[src/design/ghr_pkg.sv]
`default_nettype none
// ----------------------------------------------------------------------------
// ghr_pkg
// Shared types and constants of the generational handle registry.
// ----------------------------------------------------------------------------
package ghr_pkg;

    // Default sizing, handed to the top level parameters
    localparam int NUM_SLOTS_DEF = 64;
    localparam int NUM_VIEWS_DEF = 64;
    localparam int GEN_BITS_DEF  = 16;

    // Fixed field widths of the stream payload
    localparam int CMD_W   = 2;
    localparam int HSLOT_W = 6;
    localparam int HGEN_W  = 16;
    localparam int VIEW_W  = 6;
    localparam int STAT_W  = 2;
    localparam int COUNT_W = 7;

    localparam int S_TDATA_W = 32;
    localparam int M_TDATA_W = 40;

    typedef enum logic [CMD_W-1:0] {
        CMD_CREATE   = 2'd0,
        CMD_ERASE    = 2'd1,
        CMD_SET_VIEW = 2'd2,
        CMD_LOOKUP   = 2'd3
    } cmd_t;

    typedef enum logic [STAT_W-1:0] {
        ST_OK        = 2'd0,
        ST_EXHAUSTED = 2'd1,
        ST_STALE     = 2'd2
    } status_t;

    typedef enum logic [2:0] {
        S_CLEAR,
        S_IDLE,
        S_RD1,
        S_RD2,
        S_WR2
    } state_t;

endpackage : ghr_pkg
`default_nettype wire

[src/design/generational_handle_registry_unit.sv]
`default_nettype none
// ----------------------------------------------------------------------------
// generational_handle_registry_unit
// Handle allocator with generation counters, a LIFO free list and per-view
// attach counts, all held in single-port-write synchronous memories.
// ----------------------------------------------------------------------------
//
//  Channel | Dir | Fields (lowest bit first)
//  --------+-----+-----------------------------------------------------------
//  s_      | in  | tdata: cmd[1:0] handle_slot[7:2] handle_gen[23:8]
//          |     |        view_id[29:24], zero fill [31:30]
//  m_      | out | tdata: status[1:0] out_slot[7:2] out_gen[23:8]
//          |     |        out_view[29:24] view_count[36:30], zero fill [39:37]
//
//  Sequence: create and rejected commands load the result from S_RD1;
//  lookup, erase and set view go on to S_RD2 and load it there, and a move
//  to another view adds S_WR2. The registered memory read and the single
//  count write port set this sequence.
//  Reset: aresetn sweeps every count memory entry to zero with s_tready
//  low. Stalls: a command is taken while the previous result waits;
//  a finished command holds until the output register frees.
//
module generational_handle_registry_unit #(
    parameter int NUM_SLOTS = ghr_pkg::NUM_SLOTS_DEF,
    parameter int NUM_VIEWS = ghr_pkg::NUM_VIEWS_DEF,
    parameter int GEN_BITS  = ghr_pkg::GEN_BITS_DEF
) (
    input  wire logic                            aclk,
    input  wire logic                            aresetn,
    input  wire logic                            s_tvalid,
    output logic                                 s_tready,
    // cmd[1:0], handle_slot[7:2], handle_gen[23:8], view_id[29:24]
    input  wire logic [ghr_pkg::S_TDATA_W-1:0]   s_tdata,
    output logic                                 m_tvalid,
    input  wire logic                            m_tready,
    // status[1:0], out_slot[7:2], out_gen[23:8], out_view[29:24],
    // view_count[36:30]
    output logic [ghr_pkg::M_TDATA_W-1:0]        m_tdata
);
    import ghr_pkg::*;

    localparam int SLOT_W = $clog2(NUM_SLOTS);       // slot memory index
    localparam int HW_W   = $clog2(NUM_SLOTS + 1);   // fill/stack counters
    localparam int VW_W   = $clog2(NUM_VIEWS);       // count memory index
    localparam int CNT_W  = $clog2(NUM_SLOTS + 1);   // attach count
    localparam int GEN_W  = GEN_BITS;

    // ------------------------------------------------------------------
    // Memories. Slot entries below high water have all been written at
    // their first create, so the fill count stands in for a reset.
    // ------------------------------------------------------------------
    logic             slot_valid_mem [NUM_SLOTS];
    logic [GEN_W-1:0] slot_gen_mem   [NUM_SLOTS];
    logic [VW_W-1:0]  slot_view_mem  [NUM_SLOTS];
    logic [SLOT_W-1:0] fs_slot_mem   [NUM_SLOTS];
    logic [GEN_W-1:0] fs_gen_mem     [NUM_SLOTS];
    logic [CNT_W-1:0] cnt_mem        [NUM_VIEWS];

    // Registered read data
    logic              slot_valid_q;
    logic [GEN_W-1:0]  slot_gen_q;
    logic [VW_W-1:0]   slot_view_q;
    logic [SLOT_W-1:0] fs_slot_q;
    logic [GEN_W-1:0]  fs_gen_q;
    logic [CNT_W-1:0]  cnt_q;

    // Control state
    state_t            state_reg, state_next;
    logic [HW_W-1:0]   free_count_reg, free_count_next;
    logic [HW_W-1:0]   high_water_reg, high_water_next;
    logic [VW_W-1:0]   clr_idx_reg, clr_idx_next;
    logic              m_tvalid_reg, m_tvalid_next;

    // Captured command
    cmd_t              cmd_reg;
    logic [HSLOT_W-1:0] hs_reg;
    logic [HGEN_W-1:0] hg_reg;
    logic [VIEW_W-1:0] vw_reg;
    logic [CNT_W-1:0]  cnt_new_reg, cnt_new_next;

    // Result register
    status_t           r_status_reg, r_status_next;
    logic [HSLOT_W-1:0] r_slot_reg, r_slot_next;
    logic [HGEN_W-1:0] r_gen_reg, r_gen_next;
    logic [VIEW_W-1:0] r_view_reg, r_view_next;
    logic [COUNT_W-1:0] r_count_reg, r_count_next;

    // Memory control
    logic              slot_we;
    logic [SLOT_W-1:0] slot_wa;
    logic              slot_valid_wd;
    logic [GEN_W-1:0]  slot_gen_wd;
    logic [VW_W-1:0]   slot_view_wd;
    logic              fs_we;
    logic              cnt_we;
    logic [VW_W-1:0]   cnt_wa;
    logic [CNT_W-1:0]  cnt_wd;
    logic              cnt_re;
    logic [VW_W-1:0]   cnt_ra;
    logic              ld_out;

    // Decode helpers
    logic              accept;
    logic              out_free;
    logic              vw_ok;
    logic              hs_ok;
    logic              req_ok;
    logic              clr_done;
    logic              view_moves;
    logic [VW_W-1:0]   vw_idx;
    logic [SLOT_W-1:0] hs_idx;
    logic [GEN_W-1:0]  gen_adv;
    logic [CNT_W-1:0]  old_dec;

    assign s_tready = (state_reg == S_IDLE);
    assign accept   = s_tvalid & s_tready;
    assign out_free = ~m_tvalid_reg | m_tready;

    assign vw_idx   = VW_W'(32'(vw_reg));
    assign hs_idx   = SLOT_W'(32'(hs_reg));
    assign vw_ok    = 32'(vw_reg) < NUM_VIEWS;
    assign hs_ok    = (hg_reg != '0) && (32'(hs_reg) < 32'(high_water_reg))
                      && slot_valid_q && (32'(slot_gen_q) == 32'(hg_reg));
    assign req_ok   = hs_ok && ((cmd_reg != CMD_SET_VIEW) || vw_ok);
    assign clr_done = (clr_idx_reg == VW_W'(NUM_VIEWS - 1));
    assign view_moves = (slot_view_q != vw_idx);

    // Advance the generation, skipping zero on wrap
    assign gen_adv  = ((slot_gen_q + GEN_W'(1)) == '0) ? GEN_W'(1)
                                                       : slot_gen_q + GEN_W'(1);
    // Saturating decrement of the old view's count
    assign old_dec  = (cnt_q == '0) ? cnt_q : cnt_q - CNT_W'(1);

    // ------------------------------------------------------------------
    // Next state
    // ------------------------------------------------------------------
    always_comb begin
        state_next = state_reg;
        case (state_reg)
            S_CLEAR: begin
                if (clr_done) begin
                    state_next = S_IDLE;
                end
            end
            S_IDLE: begin
                if (accept) begin
                    state_next = S_RD1;
                end
            end
            S_RD1: begin
                if (cmd_reg == CMD_CREATE || !req_ok) begin
                    if (out_free) begin
                        state_next = S_IDLE;
                    end
                end else begin
                    state_next = S_RD2;
                end
            end
            S_RD2: begin
                if (out_free) begin
                    if (cmd_reg == CMD_SET_VIEW && view_moves) begin
                        state_next = S_WR2;
                    end else begin
                        state_next = S_IDLE;
                    end
                end
            end
            S_WR2: begin
                state_next = S_IDLE;
            end
            default: begin
                state_next = S_IDLE;
            end
        endcase
    end

    // ------------------------------------------------------------------
    // Datapath and memory control
    // ------------------------------------------------------------------
    always_comb begin
        free_count_next = free_count_reg;
        high_water_next = high_water_reg;
        clr_idx_next    = clr_idx_reg;
        cnt_new_next    = cnt_new_reg;

        slot_we       = 1'b0;
        slot_wa       = hs_idx;
        slot_valid_wd = slot_valid_q;
        slot_gen_wd   = slot_gen_q;
        slot_view_wd  = slot_view_q;
        fs_we         = 1'b0;
        cnt_we        = 1'b0;
        cnt_wa        = vw_idx;
        cnt_wd        = cnt_q;
        cnt_re        = 1'b0;
        cnt_ra        = VW_W'(32'(s_tdata[29:24]));
        ld_out        = 1'b0;

        r_status_next = ST_STALE;
        r_slot_next   = '0;
        r_gen_next    = '0;
        r_view_next   = '0;
        r_count_next  = '0;

        case (state_reg)
            S_CLEAR: begin
                // sweep the count memory to zero
                cnt_we       = 1'b1;
                cnt_wa       = clr_idx_reg;
                cnt_wd       = '0;
                clr_idx_next = clr_idx_reg + VW_W'(1);
            end
            S_IDLE: begin
                // count of the target view is read with the transfer
                cnt_re = accept;
            end
            S_RD1: begin
                if (cmd_reg == CMD_CREATE) begin
                    ld_out = out_free;
                    if (!vw_ok) begin
                        r_status_next = ST_STALE;
                    end else if (free_count_reg != '0) begin
                        // pop the most recently freed slot
                        r_status_next   = ST_OK;
                        r_slot_next     = HSLOT_W'(32'(fs_slot_q));
                        r_gen_next      = HGEN_W'(32'(fs_gen_q));
                        slot_wa         = fs_slot_q;
                        slot_gen_wd     = fs_gen_q;
                        free_count_next = out_free ? free_count_reg - HW_W'(1)
                                                   : free_count_reg;
                    end else if (32'(high_water_reg) < NUM_SLOTS) begin
                        // take a never-used slot at generation one
                        r_status_next   = ST_OK;
                        r_slot_next     = HSLOT_W'(32'(high_water_reg));
                        r_gen_next      = HGEN_W'(1);
                        slot_wa         = SLOT_W'(32'(high_water_reg));
                        slot_gen_wd     = GEN_W'(1);
                        high_water_next = out_free ? high_water_reg + HW_W'(1)
                                                   : high_water_reg;
                    end else begin
                        r_status_next = ST_EXHAUSTED;
                    end
                    if (vw_ok && r_status_next == ST_OK) begin
                        r_view_next   = vw_reg;
                        r_count_next  = COUNT_W'(32'(cnt_q + CNT_W'(1)));
                        slot_we       = out_free;
                        slot_valid_wd = 1'b1;
                        slot_view_wd  = vw_idx;
                        cnt_we        = out_free;
                        cnt_wa        = vw_idx;
                        cnt_wd        = cnt_q + CNT_W'(1);
                    end
                end else if (!req_ok) begin
                    ld_out = out_free;
                end else begin
                    // hold the new view's count, fetch the bound view's count
                    cnt_new_next = cnt_q;
                    cnt_re       = 1'b1;
                    cnt_ra       = slot_view_q;
                end
            end
            S_RD2: begin
                ld_out        = out_free;
                r_status_next = ST_OK;
                r_slot_next   = hs_reg;
                r_gen_next    = hg_reg;
                r_view_next   = VIEW_W'(32'(slot_view_q));
                r_count_next  = COUNT_W'(32'(cnt_q));
                case (cmd_reg)
                    CMD_ERASE: begin
                        r_count_next    = COUNT_W'(32'(old_dec));
                        cnt_we          = out_free;
                        cnt_wa          = slot_view_q;
                        cnt_wd          = old_dec;
                        slot_we         = out_free;
                        slot_valid_wd   = 1'b0;
                        slot_gen_wd     = gen_adv;
                        fs_we           = out_free;
                        free_count_next = out_free ? free_count_reg + HW_W'(1)
                                                   : free_count_reg;
                    end
                    CMD_SET_VIEW: begin
                        r_view_next = vw_reg;
                        if (view_moves) begin
                            r_count_next = COUNT_W'(32'(cnt_new_reg + CNT_W'(1)));
                            cnt_we       = out_free;
                            cnt_wa       = slot_view_q;
                            cnt_wd       = old_dec;
                            slot_we      = out_free;
                            slot_view_wd = vw_idx;
                        end else begin
                            r_count_next = COUNT_W'(32'(cnt_new_reg));
                        end
                    end
                    default: begin
                        // lookup reports the bound view as read
                    end
                endcase
            end
            S_WR2: begin
                // second half of a view move: bump the new view
                cnt_we = 1'b1;
                cnt_wa = vw_idx;
                cnt_wd = cnt_new_reg + CNT_W'(1);
            end
            default: begin
            end
        endcase
    end

    assign m_tvalid_next = ld_out | (m_tvalid_reg & ~m_tready);

    // ------------------------------------------------------------------
    // Memories: write and registered read
    // ------------------------------------------------------------------
    always_ff @(posedge aclk) begin
        if (slot_we) begin
            slot_valid_mem[slot_wa] <= slot_valid_wd;
            slot_gen_mem[slot_wa]   <= slot_gen_wd;
            slot_view_mem[slot_wa]  <= slot_view_wd;
        end
        if (accept) begin
            slot_valid_q <= slot_valid_mem[SLOT_W'(32'(s_tdata[7:2]))];
            slot_gen_q   <= slot_gen_mem[SLOT_W'(32'(s_tdata[7:2]))];
            slot_view_q  <= slot_view_mem[SLOT_W'(32'(s_tdata[7:2]))];
        end
    end

    always_ff @(posedge aclk) begin
        if (fs_we) begin
            fs_slot_mem[SLOT_W'(free_count_reg)] <= hs_idx;
            fs_gen_mem[SLOT_W'(free_count_reg)]  <= gen_adv;
        end
        if (accept) begin
            fs_slot_q <= fs_slot_mem[SLOT_W'(free_count_reg - HW_W'(1))];
            fs_gen_q  <= fs_gen_mem[SLOT_W'(free_count_reg - HW_W'(1))];
        end
    end

    always_ff @(posedge aclk) begin
        if (cnt_we) begin
            cnt_mem[cnt_wa] <= cnt_wd;
        end
        if (cnt_re) begin
            cnt_q <= cnt_mem[cnt_ra];
        end
    end

    // ------------------------------------------------------------------
    // Control registers
    // ------------------------------------------------------------------
    always_ff @(posedge aclk) begin
        if (!aresetn) begin
            state_reg      <= S_CLEAR;
            free_count_reg <= '0;
            high_water_reg <= '0;
            clr_idx_reg    <= '0;
            m_tvalid_reg   <= 1'b0;
        end else begin
            state_reg      <= state_next;
            free_count_reg <= free_count_next;
            high_water_reg <= high_water_next;
            clr_idx_reg    <= clr_idx_next;
            m_tvalid_reg   <= m_tvalid_next;
        end
    end

    // Payload registers
    always_ff @(posedge aclk) begin
        if (accept) begin
            cmd_reg <= cmd_t'(s_tdata[1:0]);
            hs_reg  <= s_tdata[7:2];
            hg_reg  <= s_tdata[23:8];
            vw_reg  <= s_tdata[29:24];
        end
        cnt_new_reg <= cnt_new_next;
        if (ld_out) begin
            r_status_reg <= r_status_next;
            r_slot_reg   <= r_slot_next;
            r_gen_reg    <= r_gen_next;
            r_view_reg   <= r_view_next;
            r_count_reg  <= r_count_next;
        end
    end

    assign m_tvalid = m_tvalid_reg;
    assign m_tdata  = {3'b000, r_count_reg, r_view_reg, r_gen_reg, r_slot_reg,
                       r_status_reg};

endmodule : generational_handle_registry_unit
`default_nettype wire

[config.mk]
export PLATFORM = sky130hd
export DESIGN_NAME = generational_handle_registry_unit
export DESIGN_NICKNAME = d
export VERILOG_FILES = /design/src/design/ghr_pkg.sv /design/src/design/generational_handle_registry_unit.sv
export SDC_FILE = /design/constraint.sdc
export NUM_CORES = 2
export LEC_CHECK = 0
export BUFFER_PORTS_ARGS = -buffer_cell sky130_fd_sc_hd__buf_4
export CELL_PAD_IN_SITES_DETAIL_PLACEMENT = 1
export CELL_PAD_IN_SITES_GLOBAL_PLACEMENT = 1
export CORE_ASPECT_RATIO = 0.5
export CORE_MARGIN = 1
export CORE_UTILIZATION = 44
export CTS_CLUSTER_SIZE = 14
export DETAILED_ROUTE_END_ITERATION = 16
export PLACE_DENSITY = 0.76
export SYNTH_ARGS = -nofsm -noshare
export SYNTH_HDL_FRONTEND = slang
export SYNTH_SLANG_ARGS = --single-unit
[constraint.sdc]
create_clock -name aclk -period 7.02 [get_ports aclk]
set_clock_uncertainty 0.2 [all_clocks]
set_input_delay 0.351 -clock aclk [delete_from_list [all_inputs] [get_ports aclk]]
set_output_delay 0.351 -clock aclk [all_outputs]
set_load 0.05 [all_outputs]
==> out/results.ini <==
[status]
outcome=finished clean

[power_and_ir_drop]
power_density_mw_per_mm2=283.3
p_leak_uw=0.04645
vdd.ir_drop.worst_uv=224.6

[routing]
totalWireLength_mm=361.6
drt-wirelength-per-cell_um=33.23
ant_nets=0
drt_pass1_iterations=5
drt_iter0_markers=9940
vias=68231
vias_per_cell=6.270
drc=0

[yosys]
synth_edf_count=3454
synthTopCellsByCount=edfxtp_1, mux4_2, nor2_1, clkbuf_1, nand2_1
synth_cell_types=82
syn_inst=6299
seq_area_frac_synth_pct=76.52
yosysWarningCount=0
avgSynthCellArea_um2=21.62
synth_top_area_share_pct=76.17
synth_top_cell_by_area=edfxtp_1
synthTopCellsByArea=edfxtp_1, mux4_2, a211oi_1
yosys_register_bits=3478
syn-cell-area_mm2=0.1362
synthFlopType=edfxtp_1
yosysMostFrequentCell=edfxtp_1
ys_async_sr_fraction_pct=0

[clock_tree]
cts_buffers=318
post_cts_resized=0
postCtsSetupBuffers=0
hold_buffers=41
cts.htree.levels=5
clock_latency_ns=0.87
ctsLongestPathBuffers=4
clk_pin_slew_worst_paths_ns=0.06
root_buffer=clkbuf_16
cts_tree=yes
clock_sinks=3478

[cells_and_area]
nFillCells=27005
drive_gt1_share_pct=27.60
largestRegisters=fs_gen_mem (1024), slot_gen_mem (1024), cnt_mem (448)
area_delta_synth_final_pct=12.08
nets=6661
utilization_pct=49.91

[timing]
finalHoldViolCount=0
fin_setup_tns_ns=0
fin_crit_sh_pct=86.24
slew_headroom_pct=6.116
rsz0062_at_grt=false
tightest_slew_ns=1.408
max_freq_ghz=0.1652
setup_viol=0
maxSlewViolCount=0
layout_min_cycle_time_ns=6.054

[placed_design]
post-dp-hpwl_mm=209.2
gp_routability_congestion=0.8531
io_buffers=72

[worst_setup_path]
endpoint_kind=register
cp-start-kind=register
path_max_fanout=23
crit_top_cell=nor2_1
cp_data_required_time_ns=7.25
cp.arrival_ns=6.28
path_cells=nand2b_1, nor2_1, and2_0, nand2_1, nor2_1, a31oi_1, nor2_1, nand2_1, nor2_4
max_stage_delay_ns=0.99
cp_slowest_cell=nor2_4
criticalPathCategory=reg -> reg

[grt]
grt_pass1_wl_mm=515.9
antenna_found_initial=22
grt_pass1_vias=70203
grt_remaining_overflow=0
grt_usage_pct=22.81
grt_max_degree=100

[worst_hold_path]
hold_class=in -> reg

[floorplanning]
rows=143
io_pins=78
core_area_mm2=0.3058
die_width_um=788.7
die-area_mm2=0.3118
die_y_um=395.4
start_util_pct=44.53

[job]
cap_violations=0

[power by group]
group / switching (uW) / leakage (uW) / internal [uW]
clock network: 7470 / 0.00450 / 8650
registers: 170 / 0.0314 / 23600
logic: 2480 / 0.0106 / 845
[layer usage]
metal / global-route usage, % / share of wire [%]
met5: 0 / 0.021
met3: 3.950 / 9.6
met4: 7.831 / 3.8
met2: 36.56 / 48
met1: 32.00 / 39
[final timing paths]
path / from / to / slack (ns) / depth (start not counted)
worst max-delay path: state_reg[1] / slot_gen_mem[40][13] / 0.97 / 9
worst min-delay path: s_tdata[23] / hg_reg[15] / 0.04 / 2
worst max register to register: state_reg[1] / slot_gen_mem[40][13] / 0.97 / 9
worst min register to register: clr_idx_reg[1] / clr_idx_reg[1] / 0.30 / 2
[layout make-up]
| type | count | area (um2) | share of cell area [%] |
|---|---|---|---|
| Clock buffer | 401 | 8384 | 5.494 |
| Antenna cell | 5 | 12.51 | 0.008198 |
| Tap cell | 4060 | 5080 | 3.329 |
| Multi-Input combinational cell | 2423 | 31040 | 20.34 |
| Sequential cell | 3478 | 104200 | 68.28 |
| Timing Repair Buffer | 353 | 2947 | 1.931 |
| Inverter | 34 | 127.6 | 0.08362 |
| Clock inverter | 129 | 817.0 | 0.5354 |
[layout by cell type (no fill, tap or decap), types with 37 or more instances in the layout]
cell / n
a21oi_1: 70
and3_1: 106
buf_4: 294
mux4_2: 923
a211oi_1: 151
mux2i_1: 48
o21ai_0: 67
dlygate4sd3_1: 41
clkbuf_1: 76
clkinv_2: 39
nor2_2: 101
nand3_1: 37
clkbuf_16: 322
edfxtp_1: 3454
nor2_1: 145
clkinv_1: 68
nand2_1: 216
mux2_2: 45
[critical path: cells and delay by family (launching register included)]
family	cells	cell delay (ns)
AO/OA/AOI/OAI	1	0.07
flip-flops	1	0.74
AND/OR/NAND/NOR	8	4.58
[cell families after synthesis]
kind of cell / Yosys count / synth area share, %
compound gates: 522 / 2.815
xor+xnor: 73 / 0.4695
fa+ha+maj: 17 / 0.1562
buf+inv: 400 / 1.244
flops: 3478 / 76.52
mux: 1023 / 16.06
other cells: 1 / 0.002754
simple gates: 785 / 2.733
[per-stage QoR]
step / cells / cell area [um2] / total power (uW) / hold WS (ns) / worst slack [ns]
finish: 10883 / 152600 / 43240 / 0.04480 / 0.9663
global route: 10879 / 152600 / 44140 / 0.03890 / 0.9156
CTS: 10877 / 152600 / 43350 / 0.0007973 / 1.165
detailed placement: 10306 / 143000 / 27490 / 0.2973 / 1.238
global placement: 10306 / 143000 / 27320 / 0.2901 / 1.452
floorplan: 6301 / 136200 / 26010 / 0.2244 / 0.04332
(Power assumes the default switching activity.)
